===== src/rtl/dqd_pkg.sv =====
package dqd_pkg;

  localparam int DEPTH_DEF      = 16;
  localparam int DATA_WIDTH_DEF = 32;

  localparam int MODE_W   = 3;
  localparam int VALUE_W  = 32;
  localparam int IDX_W    = 4;
  localparam int STATUS_W = 3;
  localparam int COUNT_W  = 5;

  localparam logic [MODE_W-1:0] MODE_PUSH_FRONT = 3'd0;
  localparam logic [MODE_W-1:0] MODE_PUSH_REAR  = 3'd1;
  localparam logic [MODE_W-1:0] MODE_POP_FRONT  = 3'd2;
  localparam logic [MODE_W-1:0] MODE_POP_REAR   = 3'd3;
  localparam logic [MODE_W-1:0] MODE_DELETE     = 3'd4;
  localparam logic [MODE_W-1:0] MODE_READ       = 3'd5;
  localparam logic [MODE_W-1:0] MODE_CLEAR      = 3'd6;

  localparam logic [STATUS_W-1:0] ST_OK      = 3'd0;
  localparam logic [STATUS_W-1:0] ST_EMPTY   = 3'd1;
  localparam logic [STATUS_W-1:0] ST_FULL    = 3'd2;
  localparam logic [STATUS_W-1:0] ST_NOMATCH = 3'd3;
  localparam logic [STATUS_W-1:0] ST_RANGE   = 3'd4;

  typedef struct packed {
    logic [MODE_W-1:0]  mode;
    logic [VALUE_W-1:0] value;
    logic [IDX_W-1:0]   index;
  } cmd_t;

  typedef struct packed {
    logic [STATUS_W-1:0] status;
    logic [VALUE_W-1:0]  read_value;
    logic [COUNT_W-1:0]  entry_count;
    logic [VALUE_W-1:0]  front_value;
    logic [VALUE_W-1:0]  rear_value;
  } rsp_t;

endpackage


===== src/rtl/dqd_ram.sv =====
module dqd_ram #(
  parameter int DEPTH      = dqd_pkg::DEPTH_DEF,
  parameter int DATA_WIDTH = dqd_pkg::DATA_WIDTH_DEF,
  parameter int ADDR_WIDTH = (DEPTH > 1) ? $clog2(DEPTH) : 1
) (
  input  logic                  clk,
  input  logic                  we,
  input  logic [ADDR_WIDTH-1:0] waddr,
  input  logic [DATA_WIDTH-1:0] wdata,
  input  logic                  re,
  input  logic [ADDR_WIDTH-1:0] raddr,
  output logic [DATA_WIDTH-1:0] rdata
);

  logic [DATA_WIDTH-1:0] mem [DEPTH];

  always_ff @(posedge clk) begin
    if (we) begin
      mem[waddr] <= wdata;
    end
  end

  always_ff @(posedge clk) begin
    if (re) begin
      rdata <= mem[raddr];
    end
  end

endmodule


===== src/rtl/deque_with_item_delete_top.sv =====
// Channel | Role   | Handshake           | Payload
// cmd     | input  | cmd_valid/cmd_ready | dqd_pkg::cmd_t (mode, value, index)
// rsp     | output | rsp_valid/rsp_ready | dqd_pkg::rsp_t (status, read_value, entry_count,
//         |        |                     |   front_value, rear_value)
//
// Push, clear, refused operations and a pop of the last entry go straight to the response;
// other pops and read index first load a word from the RAM. Delete scans, shifts entries past
// a hit down, reloads the ends if entries remain; one RAM read port scans and shifts an entry per cycle.
// One transaction is in flight at a time; the next is taken while the result waits in rsp.
// A stalled rsp holds the sequencer at its last step. Synchronous reset empties the deque;
// the entry RAM is not cleared.
module deque_with_item_delete_top #(
  parameter int DEPTH      = dqd_pkg::DEPTH_DEF,
  parameter int DATA_WIDTH = dqd_pkg::DATA_WIDTH_DEF
) (
  input  logic          clk,
  input  logic          rst,
  input  logic          cmd_valid,
  output logic          cmd_ready,
  input  dqd_pkg::cmd_t cmd,
  output logic          rsp_valid,
  input  logic          rsp_ready,
  output dqd_pkg::rsp_t rsp
);

  import dqd_pkg::*;

  localparam int AW   = (DEPTH > 1) ? $clog2(DEPTH) : 1;
  localparam int CW   = $clog2(DEPTH + 1);
  localparam int SUMW = CW + 1;
  localparam int XW   = (CW > IDX_W) ? CW : IDX_W;

  typedef enum logic [3:0] {
    S_IDLE, S_LD_FRONT, S_LD_REAR, S_LD_READ, S_SCAN,
    S_SHIFT, S_REFRESH, S_LD_BOTH, S_DONE
  } state_t;

  state_t                state;
  logic [AW-1:0]         fp;
  logic [CW-1:0]         occ;
  logic [CW-1:0]         k;
  logic [DATA_WIDTH-1:0] word;
  logic [STATUS_W-1:0]   status;
  logic [DATA_WIDTH-1:0] rd_val;
  logic [DATA_WIDTH-1:0] front_w;
  logic [DATA_WIDTH-1:0] rear_w;

  logic                  we;
  logic [AW-1:0]         waddr;
  logic [DATA_WIDTH-1:0] wdata;
  logic                  re;
  logic [AW-1:0]         raddr;
  logic [DATA_WIDTH-1:0] rdata;

  logic                  cmd_fire;
  logic [DATA_WIDTH-1:0] in_word;
  logic                  full;
  logic                  empty;
  logic                  multi;
  logic                  idx_ok;
  logic [CW-1:0]         occ_p1;
  logic [CW-1:0]         occ_m1;
  logic [CW-1:0]         occ_m2;
  logic [CW-1:0]         k_inc;
  logic [CW-1:0]         k_dec;
  logic                  last;
  logic                  rd_hit;
  logic [AW-1:0]         fp_dec;
  logic [AW-1:0]         fp_inc;

  function automatic logic [AW-1:0] slot_of(input logic [AW-1:0] base,
                                            input logic [CW-1:0] ofs);
    logic [SUMW-1:0] sum;
    sum = SUMW'(base) + SUMW'(ofs);
    if (sum >= SUMW'(DEPTH)) begin
      sum = sum - SUMW'(DEPTH);
    end
    return AW'(sum);
  endfunction

  assign cmd_ready = (state == S_IDLE);
  assign cmd_fire  = cmd_valid && cmd_ready;
  assign in_word   = DATA_WIDTH'(cmd.value);
  assign full      = (occ == CW'(DEPTH));
  assign empty     = (occ == '0);
  assign multi     = (occ > CW'(1));
  assign idx_ok    = (XW'(cmd.index) < XW'(occ));
  assign occ_p1    = occ + CW'(1);
  assign occ_m1    = occ - CW'(1);
  assign occ_m2    = occ - CW'(2);
  assign k_inc     = k + CW'(1);
  assign k_dec     = k - CW'(1);
  assign last      = (k == occ_m1);
  assign rd_hit    = (rdata == word);
  assign fp_dec    = (fp == '0) ? AW'(DEPTH - 1) : fp - AW'(1);
  assign fp_inc    = slot_of(fp, CW'(1));

  always_comb begin
    we    = 1'b0;
    waddr = fp;
    wdata = in_word;
    re    = 1'b0;
    raddr = fp;
    unique case (state)
      S_IDLE: begin
        if (cmd_fire) begin
          unique case (cmd.mode)
            MODE_PUSH_FRONT: begin
              we    = !full;
              waddr = fp_dec;
            end
            MODE_PUSH_REAR: begin
              we    = !full;
              waddr = slot_of(fp, occ);
            end
            MODE_POP_FRONT: begin
              re    = multi;
              raddr = fp_inc;
            end
            MODE_POP_REAR: begin
              re    = multi;
              raddr = slot_of(fp, occ_m2);
            end
            MODE_DELETE: begin
              re    = !empty;
              raddr = fp;
            end
            MODE_READ: begin
              re    = idx_ok;
              raddr = slot_of(fp, CW'(cmd.index));
            end
            default: ;
          endcase
        end
      end
      S_SCAN: begin
        re    = !last;
        raddr = slot_of(fp, k_inc);
      end
      S_SHIFT: begin
        we    = 1'b1;
        waddr = slot_of(fp, k_dec);
        wdata = rdata;
        re    = !last;
        raddr = slot_of(fp, k_inc);
      end
      S_REFRESH: begin
        re    = !empty;
        raddr = fp;
      end
      S_LD_BOTH: begin
        re    = 1'b1;
        raddr = slot_of(fp, occ_m1);
      end
      default: ;
    endcase
  end

  dqd_ram #(
    .DEPTH      (DEPTH),
    .DATA_WIDTH (DATA_WIDTH),
    .ADDR_WIDTH (AW)
  ) u_ram (
    .clk   (clk),
    .we    (we),
    .waddr (waddr),
    .wdata (wdata),
    .re    (re),
    .raddr (raddr),
    .rdata (rdata)
  );

  always_ff @(posedge clk) begin
    if (rst) begin
      state     <= S_IDLE;
      fp        <= '0;
      occ       <= '0;
      rsp_valid <= 1'b0;
    end else begin
      if (rsp_valid && rsp_ready && state != S_DONE) begin
        rsp_valid <= 1'b0;
      end
      unique case (state)
        S_IDLE: begin
          if (cmd_fire) begin
            word   <= in_word;
            status <= ST_OK;
            rd_val <= '0;
            state  <= S_DONE;
            unique case (cmd.mode)
              MODE_PUSH_FRONT: begin
                if (full) begin
                  status <= ST_FULL;
                end else begin
                  fp      <= fp_dec;
                  occ     <= occ_p1;
                  front_w <= in_word;
                  if (empty) begin
                    rear_w <= in_word;
                  end
                end
              end
              MODE_PUSH_REAR: begin
                if (full) begin
                  status <= ST_FULL;
                end else begin
                  occ    <= occ_p1;
                  rear_w <= in_word;
                  if (empty) begin
                    front_w <= in_word;
                  end
                end
              end
              MODE_POP_FRONT: begin
                if (empty) begin
                  status <= ST_EMPTY;
                end else begin
                  fp  <= fp_inc;
                  occ <= occ_m1;
                  if (multi) begin
                    state <= S_LD_FRONT;
                  end
                end
              end
              MODE_POP_REAR: begin
                if (empty) begin
                  status <= ST_EMPTY;
                end else begin
                  occ <= occ_m1;
                  if (multi) begin
                    state <= S_LD_REAR;
                  end
                end
              end
              MODE_DELETE: begin
                if (empty) begin
                  status <= ST_EMPTY;
                end else begin
                  k     <= '0;
                  state <= S_SCAN;
                end
              end
              MODE_READ: begin
                if (!idx_ok) begin
                  status <= ST_RANGE;
                end else begin
                  state <= S_LD_READ;
                end
              end
              MODE_CLEAR: begin
                occ <= '0;
                fp  <= '0;
              end
              default: ;
            endcase
          end
        end
        S_LD_FRONT: begin
          front_w <= rdata;
          state   <= S_DONE;
        end
        S_LD_REAR: begin
          rear_w <= rdata;
          state  <= S_DONE;
        end
        S_LD_READ: begin
          rd_val <= rdata;
          state  <= S_DONE;
        end
        S_SCAN: begin
          if (rd_hit) begin
            if (last) begin
              occ   <= occ_m1;
              state <= S_REFRESH;
            end else begin
              k     <= k_inc;
              state <= S_SHIFT;
            end
          end else if (last) begin
            status <= ST_NOMATCH;
            state  <= S_DONE;
          end else begin
            k <= k_inc;
          end
        end
        S_SHIFT: begin
          if (last) begin
            occ   <= occ_m1;
            state <= S_REFRESH;
          end else begin
            k <= k_inc;
          end
        end
        S_REFRESH: begin
          state <= empty ? S_DONE : S_LD_BOTH;
        end
        S_LD_BOTH: begin
          front_w <= rdata;
          state   <= S_LD_REAR;
        end
        S_DONE: begin
          if (!rsp_valid || rsp_ready) begin
            rsp_valid           <= 1'b1;
            rsp.status          <= status;
            rsp.read_value      <= VALUE_W'(rd_val);
            rsp.entry_count     <= COUNT_W'(occ);
            rsp.front_value     <= empty ? '0 : VALUE_W'(front_w);
            rsp.rear_value      <= empty ? '0 : VALUE_W'(rear_w);
            state               <= S_IDLE;
          end
        end
        default: state <= S_IDLE;
      endcase
    end
  end

endmodule


===== config.mk =====
export PLATFORM = sky130hd
export DESIGN_NAME = deque_with_item_delete_top
export DESIGN_NICKNAME = d
export VERILOG_FILES = /design/src/rtl/dqd_pkg.sv /design/src/rtl/dqd_ram.sv /design/src/rtl/deque_with_item_delete_top.sv
export SDC_FILE = /design/constraint.sdc
export NUM_CORES = 1
export LEC_CHECK = 0
export ABC_AREA = 1
export BUFFER_PORTS_ARGS = -buffer_cell sky130_fd_sc_hd__buf_2
export CAP_MARGIN = 40
export CORE_MARGIN = 5
export CORE_UTILIZATION = 45
export DETAILED_ROUTE_END_ITERATION = 16
export HOLD_SLACK_MARGIN = 0.12
export PLACE_DENSITY = 0.61
export REMOVE_ABC_BUFFERS = 1
export SLEW_MARGIN = 20
export SYNTH_ARGS = -nofsm -noshare
export SYNTH_HDL_FRONTEND = slang
export SYNTH_SLANG_ARGS = --single-unit

===== constraint.sdc =====
create_clock -name clk -period 17.9 [get_ports clk]
set_input_delay 3.58 -clock clk [delete_from_list [all_inputs] [get_ports clk]]
set_output_delay 3.58 -clock clk [all_outputs]
set_load 0.03 [all_outputs]

## Word level (Yosys, flattened, before mapping)

Memories as Yosys holds them, arrays and structs flattened. A register that Yosys moved wholly into a read port is not among the register bits.
Index checks and enable logic that the tools add are counted.

- Latch bits: 0
- Bits in writable memories: 512
- Logic and storage cells: 194
- ROM bits: 0
- Memories kept: 1
- Output and inout bits: 106
- Register bits: 254
- Input bits: 43

Memories:

| memory | depth | width | rd ports | clocked after memory_dff | wr ports | line | text |
|---|---|---|---|---|---|---|---|
| u_ram.mem | 16 | 32 | 1 | 1 | 1 | dqd_ram.sv:15 | `logic [DATA_WIDTH-1:0] mem [DEPTH];` |

- $mul: 0
- Equality and inequality tests: 38
- $lt $le $gt $ge: 9
- Add/sub/neg operators: 20
- Shift-type cells: 0
- Divide/modulo/power cells: 0
- Bitwise logic cells: 1
- Reduce and logical (&&, ||, !) cells: 35
- Multiplexer cells: 75

Operators with widths:

| kind | number |
|---|---|
| $pmux W32 S2 | 5 |
| $mux W32 | 7 |
| $mux W4 | 24 |
| $mux W5 | 9 |
| $pmux W4 S3 | 3 |
| $eq A32 B32 Y1 | 1 |
| $sub A4 B1 Y4 const B | 8 |
| $add A4 B5 Y6 | 5 |
| $ge A6 B5 Y1 const B | 5 |
| $pmux W5 S3 | 2 |
| $pmux W4 S7 | 1 |
| $ne A3 B3 Y1 const B | 7 |
| $ne A2 B2 Y1 const B | 9 |
| $eq A4 B3 Y1 const B | 4 |
| $pmux W4 S2 | 2 |
| $pmux W4 S4 | 1 |
| $reduce_and A7 Y1 | 2 |
| $mux W3 | 4 |
| $reduce_and A6 Y1 | 2 |
| $add A5 B1 Y5 const B | 2 |
| $ge A5 B5 Y1 const B | 2 |
| $pmux W5 S2 | 1 |
| $reduce_and A5 Y1 | 2 |
| $reduce_bool A2 Y1 | 5 |
| 37 further kinds | 65 |

## Longest topological paths before layout

Gate-level depths: netlist of the first run.

- Word-level depth: 7
- Mapped depth: 21
- Mapped depth without buffers: 19

## By module

A second synthesis of the first run with hierarchy kept.

- Cell total of the unflattened synthesis: 3284
- Area total of the unflattened synthesis: 34999.8 µm²

Modules (own cells, without submodules):

| module | area an instance (µm²) | seq. area each (µm²) | cells each | times used |
|---|---|---|---|---|
| dqd_ram | 23050.9 | 16335.7 | 2120 | 1 |
| deque_with_item_delete_top | 11949.0 | 7487.2 | 1164 | 1 |

## Least setup slack after synthesis of the first run

OpenSTA, ideal clock, no wires.

- Path kind: input port to flip-flop
- Start: input port rst
- End: register rsp[0] (netlist name), enable pin
- Required time: 17.184 ns
- Arrival: 11.383 ns
- Buffers on the path: 1
- Setup time: 0.716 ns
- Stages: 2
- Slack: 5.801 ns
- Cells stage by stage: buf_1 nor3b_1

- Longest elaborated chain between the ends: 2

RTL lines:

| item | line | text |
|---|---|---|
| start, declared | deque_with_item_delete_top.sv:17 | `input logic rst,` |
| $not A1 Y1 (no source line) | -- |  |
| $reduce_and A3 Y1 (no source line) | -- |  |
| end, declared | deque_with_item_delete_top.sv:23 | `output dqd_pkg::rsp_t rsp` |

Every way passes these cells.
A chain may end at the register's enable or synchronous reset.

## Worst setup path in the final report of the first run

- Start: input port cmd[37] (netlist name)
- End: register u_ram.rdata[17] (read register of u_ram.mem) (data pin)

- Longest elaborated chain between the ends: 5
- Elaborated cells on any way between the ends: 11
- Classes of those cells: 4 x eq/ne; 6 x mux; 1 x reduce/logical

RTL lines:

| item | line | text |
|---|---|---|
| start, declared | deque_with_item_delete_top.sv:20 | `input dqd_pkg::cmd_t cmd,` |
| $eq A3 B2 Y1 | deque_with_item_delete_top.sv:107 | `unique case (cmd.mode)` |
| $reduce_or A2 Y1 (no source line) | -- |  |
| $pmux W1 S3 | deque_with_item_delete_top.sv:107 |  |
| $mux W1 | deque_with_item_delete_top.sv:106 | `if (cmd_fire) begin` |
| $pmux W1 S4 | deque_with_item_delete_top.sv:104 | `unique case (state)` |
| end, declared | dqd_ram.sv:12 | `output logic [DATA_WIDTH-1:0] rdata` |

Parallel ways exist; a longest one is shown, timed or not.

==> metrics.md, run 1 <==
| Metric | Value |
|---|---|
| GPL Wtd Cong | 0.8622 |
| PD cells | 149.1 mW/mm^2 |
| Post_cts resized | 0 |
| Synth Register Bits | 798 |
| Layout cells sized above 1 | 0.1095 |
| Core ar. | 0.07772 mm^2 |
| Vias in the first global route | 22746 |
| RSZ-0062 raised after global routing | no |
| Top-area cell type share of the netlist area | 0.6650 |
| Synth area leaders | edfxtp_1, nand3_1, nand2_1, inv_1, buf_2 |
| Final period util | 0.3748 |
| Net switching power | 0.002200 W |
| Main synth FF type | edfxtp_1 |
| Hold WS | 409.0 ps |
| 1st-pass router iterations | 5 |
| TritonCTS clock tree | done |
| Max-cap violations | 0 |
| Sw Share | 0.3666 |
| Crit path cell chain | buf_2, inv_2, nand3_2, o21ai_0, ha_1, inv_1, fa_1, xnor2_1, nand2_1, nand3_1, nand2_1, a21oi_4, buf_4, clkinv_2, buf_4, nand3_1, nand3_1, nand2_1 |
| Min-Delay Path Class | flop to flop |
| Num Clock Sinks | 798 |
| HPWL Detailed | 51100 um |
| Async SR Flop Fraction | 0 |
| Comb power frac | 0.331 |
| Internal Power | 0.003800 W |
| Mean Syn Cell Area | 10.55 um^2 |
| H-tree depth | 3 |
| Period minus WS final | 6708 ps |
| Worst Path Arrival | 7190 ps |
| PnR Total Power | 0.006000 W |
| Reg clk slew, reported paths | 60 ps |
| Dpl cell area | 0.03767 mm^2 |
| Initial antenna violation count | 4 |
| Worst slew pin tran | 997.2 ps |
| Via-to-Cell Ratio | 5.192 |
| Max Buffers Root-to-Sink | 3 |
| YS warnings | 0 |
| Sum Neg Setup Slack | 0 ps |
| First-pass GRT wire length | 142000 um |
| Crit path launch type | primary input |
| PortBufs | 148 |
| Post-Syn Area | 0.03540 mm^2 |
| Yosys cell types | 42 |
| Syn Inst Count | 3357 |
| Top-count cell post-synth | edfxtp_1 |
| Detailed Route Iter0 Violations | 2321 |
| Grt ovf | 0 |
| Worst Setup Path Type | primary input to flop |
| Largest net degree at the start of global routing | 196 |
| Top cells by count, synth | edfxtp_1, nand2_1, nand3_1, inv_1, nor2_1 |
| Status | completed |
| Clock power share | 0.273 |
| Starting Density | 0.4555 |
| Die X-Extent | 290.5 um |
| Buffers and inverters on the worst path | 6 |
| GRT Overall Usage | 0.2173 |
| Hold_buf cts | 0 |
| Cell taking the most area after synthesis | edfxtp_1 |
| Slowest-stage cell, CP | clkinv_2 |
| Detail Route Antenna Nets | 0 |
| CP delay by family, top | buffers and inverters |
| TritonCTS Buffers | 81 |
| Crit. End Element | flop |
| Post-route cell area | 0.04023 mm^2 |
| Die H | 290.5 um |
| Final setup vio count | 0 |
| Synth-to-Final Area Change | 13.65% |
| Reg power frac | 0.396 |
| Setup Skew | 27.80 ps |
| Setup bufs post-CTS | 0 |
| Worst slew margin | 0.3352 |
| DR WL/cell | 20.45 um |
| VDD IR max | 0.1458 mV |
| Fin. max-slew vios | 0 |
| Die footprint | 0.08438 mm^2 |
| Worst-path fanout max | 34 |
| Post-synth EDFFs | 784 |
| I/O pin count | 149 |
| Final hold violation count | 0 |
| Vias | 23898 |
| Sequential fraction of the synthesis area | 0.6729 |
| Layout Nets | 3575 |
| Clock Root Buffer | clkbuf_16 |
| Drt total wl | 94130 um |
| CP max stage delay | 560 ps |
| FMAX | 0.1491 GHz |
| Rows | 102 |
| Leak pwr | 16.82 nW |
| Clk_lat worst skew | 640 ps |
| Worst EP required | 18380 ps |
| # DRC | 0 |
## power by group through the flow
stage / logic [W] / registers, W / clock network [W]
6_report: 0.00199 / 0.00238 / 0.00164
3_3_place_gp: 0.00194 / 0.00241 / 0
2_1_floorplan: 0.00130 / 0.00247 / 0
5_1_grt: 0.00221 / 0.00239 / 0.00175
4_1_cts: 0.00199 / 0.00238 / 0.00166
3_5_place_dp: 0.00198 / 0.00241 / 0
## cell usage in the layout, fill, tap and decap left out, drive strengths merged, types with 39 or more instances in the layout
cell	Yosys	routed
inv	533	536
nand3	665	665
nor2	157	157
clkbuf	40	98
edfxtp	784	784
a21oi	60	60
o21ai	96	96
nand2	732	732
clkinv	3	39
buf	129	231
## layout make-up
cell class,count,area (um^2)
clock inverter,45,407.9
inverter,536,2018
sequential,798,23820
multi-input combinational,1854,9021
fill,6783,37490
clock buffer,98,2133
timing repair buffer,231,1528
antenna,1,2.502
tap,1040,1301
## state kept, by name, indices dropped and copies added, names as in the netlist
name / cells
u_ram.mem: 512
rsp: 104
front_w: 32
rd_val: 32
rear_w: 32
u_ram.rdata: 32
word: 32
k: 5
occ: 5
fp: 4
state: 4
status: 3
rsp_valid: 1
## through the flow
step	cells	worst slack [ps]	util
after detailed placement	4458	10600	0.4847
final	4603	11190	0.5177
after CTS	4601	11250	0.5174
after global routing	4602	10960	0.5176
after floorplan	3188	1141	-
after global placement	4440	10520	0.4815
## cell families after synthesis
logic type / count (synthesis) / synth area share
AND/OR/NAND/NOR: 1608 / 0.1999
flip-flops: 798 / 0.6729
buffers and inverters: 705 / 0.07931
AO/OA/AOI/OAI: 172 / 0.02555
XOR/XNOR: 44 / 0.01089
adder cells (fa/ha/maj): 30 / 0.01145
## metal layers
layer | GRT usage | wire [um] | part of all wire | vias up
li1 | - | - | - | 11508
met1 | 0.3058 | 40700 | 0.43 | 11398
met2 | 0.3540 | 44360 | 0.47 | 865
met3 | 0.03691 | 6921 | 0.074 | 123
met4 | 0.05858 | 2129 | 0.023 | 4
met5 | 0 | 21 | 0.00022 | -
## worst paths after layout
path                            startpoint              end  slack (ps)  cells after the start
worst max-delay path               cmd[37]  u_ram.rdata[17]       11190                     18
worst min-delay path            rd_val[13]          rsp[82]         410                      0
worst max register to register      occ[0]  u_ram.rdata[19]       13430                     14
worst min register to register  rd_val[13]          rsp[82]         410                      0
Power figures use the tool's default switching activity.
==> run 2: changes to the inputs <==
==> constraint.sdc (replaced) <==
create_clock -name clk -period 6.6 [get_ports clk]
set_input_delay 1.32 -clock clk [delete_from_list [all_inputs] [get_ports clk]]
set_output_delay 1.32 -clock clk [all_outputs]
set_load 0.03 [all_outputs]
==> metrics.md, run 2 (synthesis results as in run 1) <==
| Metric | Value |
|---|---|
| R2R depth | 15 (+1) |
| Max-cap violations | 0 (unchanged) |
| Post-Place Cells | 4476 (+0.40%) |
| Reg clk slew, reported paths | 60 ps (about the same) |
| GPL Wtd Cong | 0.8618 (about the same) |
| Initial antenna violation count | 4 (unchanged) |
| Worst setup path start | cmd[37] |
| Leak pwr | 17.00 nW (+1.1%) |
| Die H | 290.5 um (unchanged) |
| Hold WS | 395.8 ps (-13.21 ps) |
| PortBufs | 148 (unchanged) |
| Worst slew pin tran | 992.1 ps (-5.081 ps) |
| Synth-to-Final Area Change | 14.83% |
| Fin. max-slew vios | 0 (unchanged) |
| Crit. End Element | flop |
| Clk_lat worst skew | 630 ps (about the same) |
| Setup bufs post-CTS | 0 (unchanged) |
| Vias | 24236 (+1.4%) |
| Setup Skew | 27.88 ps (+0.07890 ps) |
| TritonCTS Buffers | 81 (unchanged) |
| Final period util | 0.6528 |
| Commonest non-fill, non-tap cell in the layout | edfxtp_1 |
| PD cells | 405.7 mW/mm^2 (+170%) |
| Commonest cells after routing, fill and taps aside | edfxtp_1, nand2_1, nand3_1 |
| Biggest regs | u_ram.mem (512), rsp (104) |
| Die footprint | 0.08438 mm^2 (unchanged) |
| PnR Total Power | 0.01649 W (+170%) |
| Vias in the first global route | 22603 (-0.63%) |
| Sum Neg Setup Slack | 0 ps (unchanged) |
| Number of flip-flops in the largest register | 512 (unchanged) |
| Rows | 102 (unchanged) |
| Layout Nets | 3594 (+0.53%) |
| Worst Setup Path Type | primary input to flop |
| RSZ-0062 raised after global routing | no |
| Max Buffers Root-to-Sink | 3 (unchanged) |
| Via-to-Cell Ratio | 5.237 (+0.87%) |
| VDD IR max | 0.2812 mV (+93%) |
| Seq. cell area | 0.02382 mm^2 (unchanged) |
| Min-Delay Path Class | flop to flop |
| HPWL Detailed | 56710 um (+11%) |
| Area of the multi-input gates | 0.009027 mm^2 (about the same) |
| Layout cells sized above 1 | 0.1141 (+0.004629) |
| Num Clock Sinks | 798 (unchanged) |
| Worst EP required | 6970 ps (-11410 ps) |
| FMAX | 0.2321 GHz |
| Post_cts resized | 0 (unchanged) |
| Core ar. | 0.07772 mm^2 (unchanged) |
| DR WL/cell | 20.12 um (-1.6%) |
| Hold_buf cts | 0 (unchanged) |
| Largest net degree at the start of global routing | 196 (unchanged) |
| Hold path startpoint | status[2] |
| H-tree depth | 3 (unchanged) |
| Worst Path Arrival | 4680 ps (-2510 ps) |
| First-pass GRT wire length | 140400 um (-1.2%) |
| Detail Route Antenna Nets | 0 (unchanged) |
| Final setup vio count | 0 (unchanged) |
| Clock Root Buffer | clkbuf_16 |
| GRT Overall Usage | 0.2148 (-0.002538) |
| Grt ovf | 0 (unchanged) |
| Worst slew margin | 0.3386 (+0.003388) |
| Starting Density | 0.4555 (unchanged) |
| Detailed Route Iter0 Violations | 2303 (-0.78%) |
| TritonCTS clock tree | done |
| Reg-to-Reg Start | occ[0] |
| Status | completed |
| Final hold violation count | 0 (unchanged) |
| Die X-Extent | 290.5 um (unchanged) |
| Worst-path fanout max | 80 (+140%) |
| Most flop-heavy register | u_ram.mem |
| I/O pin count | 149 (unchanged) |
| 1st-pass router iterations | 8 (+3) |
| Worst hold stages | 0 (unchanged) |
| Crit path launch type | primary input |
| Final Non-Filler Cells | 4628 (+0.54%) |
| Drt total wl | 93130 um (-1.1%) |
| Fillers | 6784 (+0.015%) |
| # DRC | 0 (unchanged) |
| Period minus WS final | 4308 ps |
-- run 2: metrics by stage --
stage / util / instance area [um^2] / setup slack, ps
final: 0.5231 / 40650 / 2292
after floorplan: - / 34610 / -7899
after global placement: 0.4834 / 37570 / 1746
after detailed placement: 0.4887 / 37980 / 1744
after CTS: 0.5225 / 40610 / 2337
after global routing: 0.5229 / 40640 / 1978
-- run 2: final cells by class --
cell class	count	area share
repair buffers	250	0.04537
clock inverters	43	0.01123
multi-input cells	1854	0.2221
inverters	536	0.04964
clock buffers	103	0.05343
diodes	4	0.0002462
well taps	1040	0.03201
flip-flops and latches	798	0.5860
-- run 2: metal layers --
metal | wire length (um) | vias to the layer above | GRT usage
met1 | 39770 | 11555 | 0.3050
met3 | 7600 | 138 | 0.03997
met4 | 2376 | 0 | 0.06473
met5 | 0 | - | 0
li1 | - | 11554 | -
met2 | 43380 | 989 | 0.3407
-- run 2: critical path, cell delays in order --
cell and delay, ps:
buf_2 140, inv_2 100, nand3_2 160, o21ai_0 220, ha_1 250, nand2_1 80
nand2_1 100, o21ai_4 260, buf_4 640, buf_4 790, nand3_1 150, nand3_1 130
nand3_1 80, nand3_1 90, nand2_1 60
-- run 2: path summary, 6_finish.rpt --
check / to / slack [ps]
worst max-delay path: u_ram.rdata[22] / 2290
worst min-delay path: rsp[103] / 400
worst max register to register: u_ram.rdata[8] / 2340
worst min register to register: rsp[103] / 400
-- run 2: power breakdown --
part	total, W	switching (W)	internal, W
Clock	0.00460	0.00189	0.00271
Sequential	0.00643	0.000192	0.00624
Combinational	0.00546	0.00386	0.00160
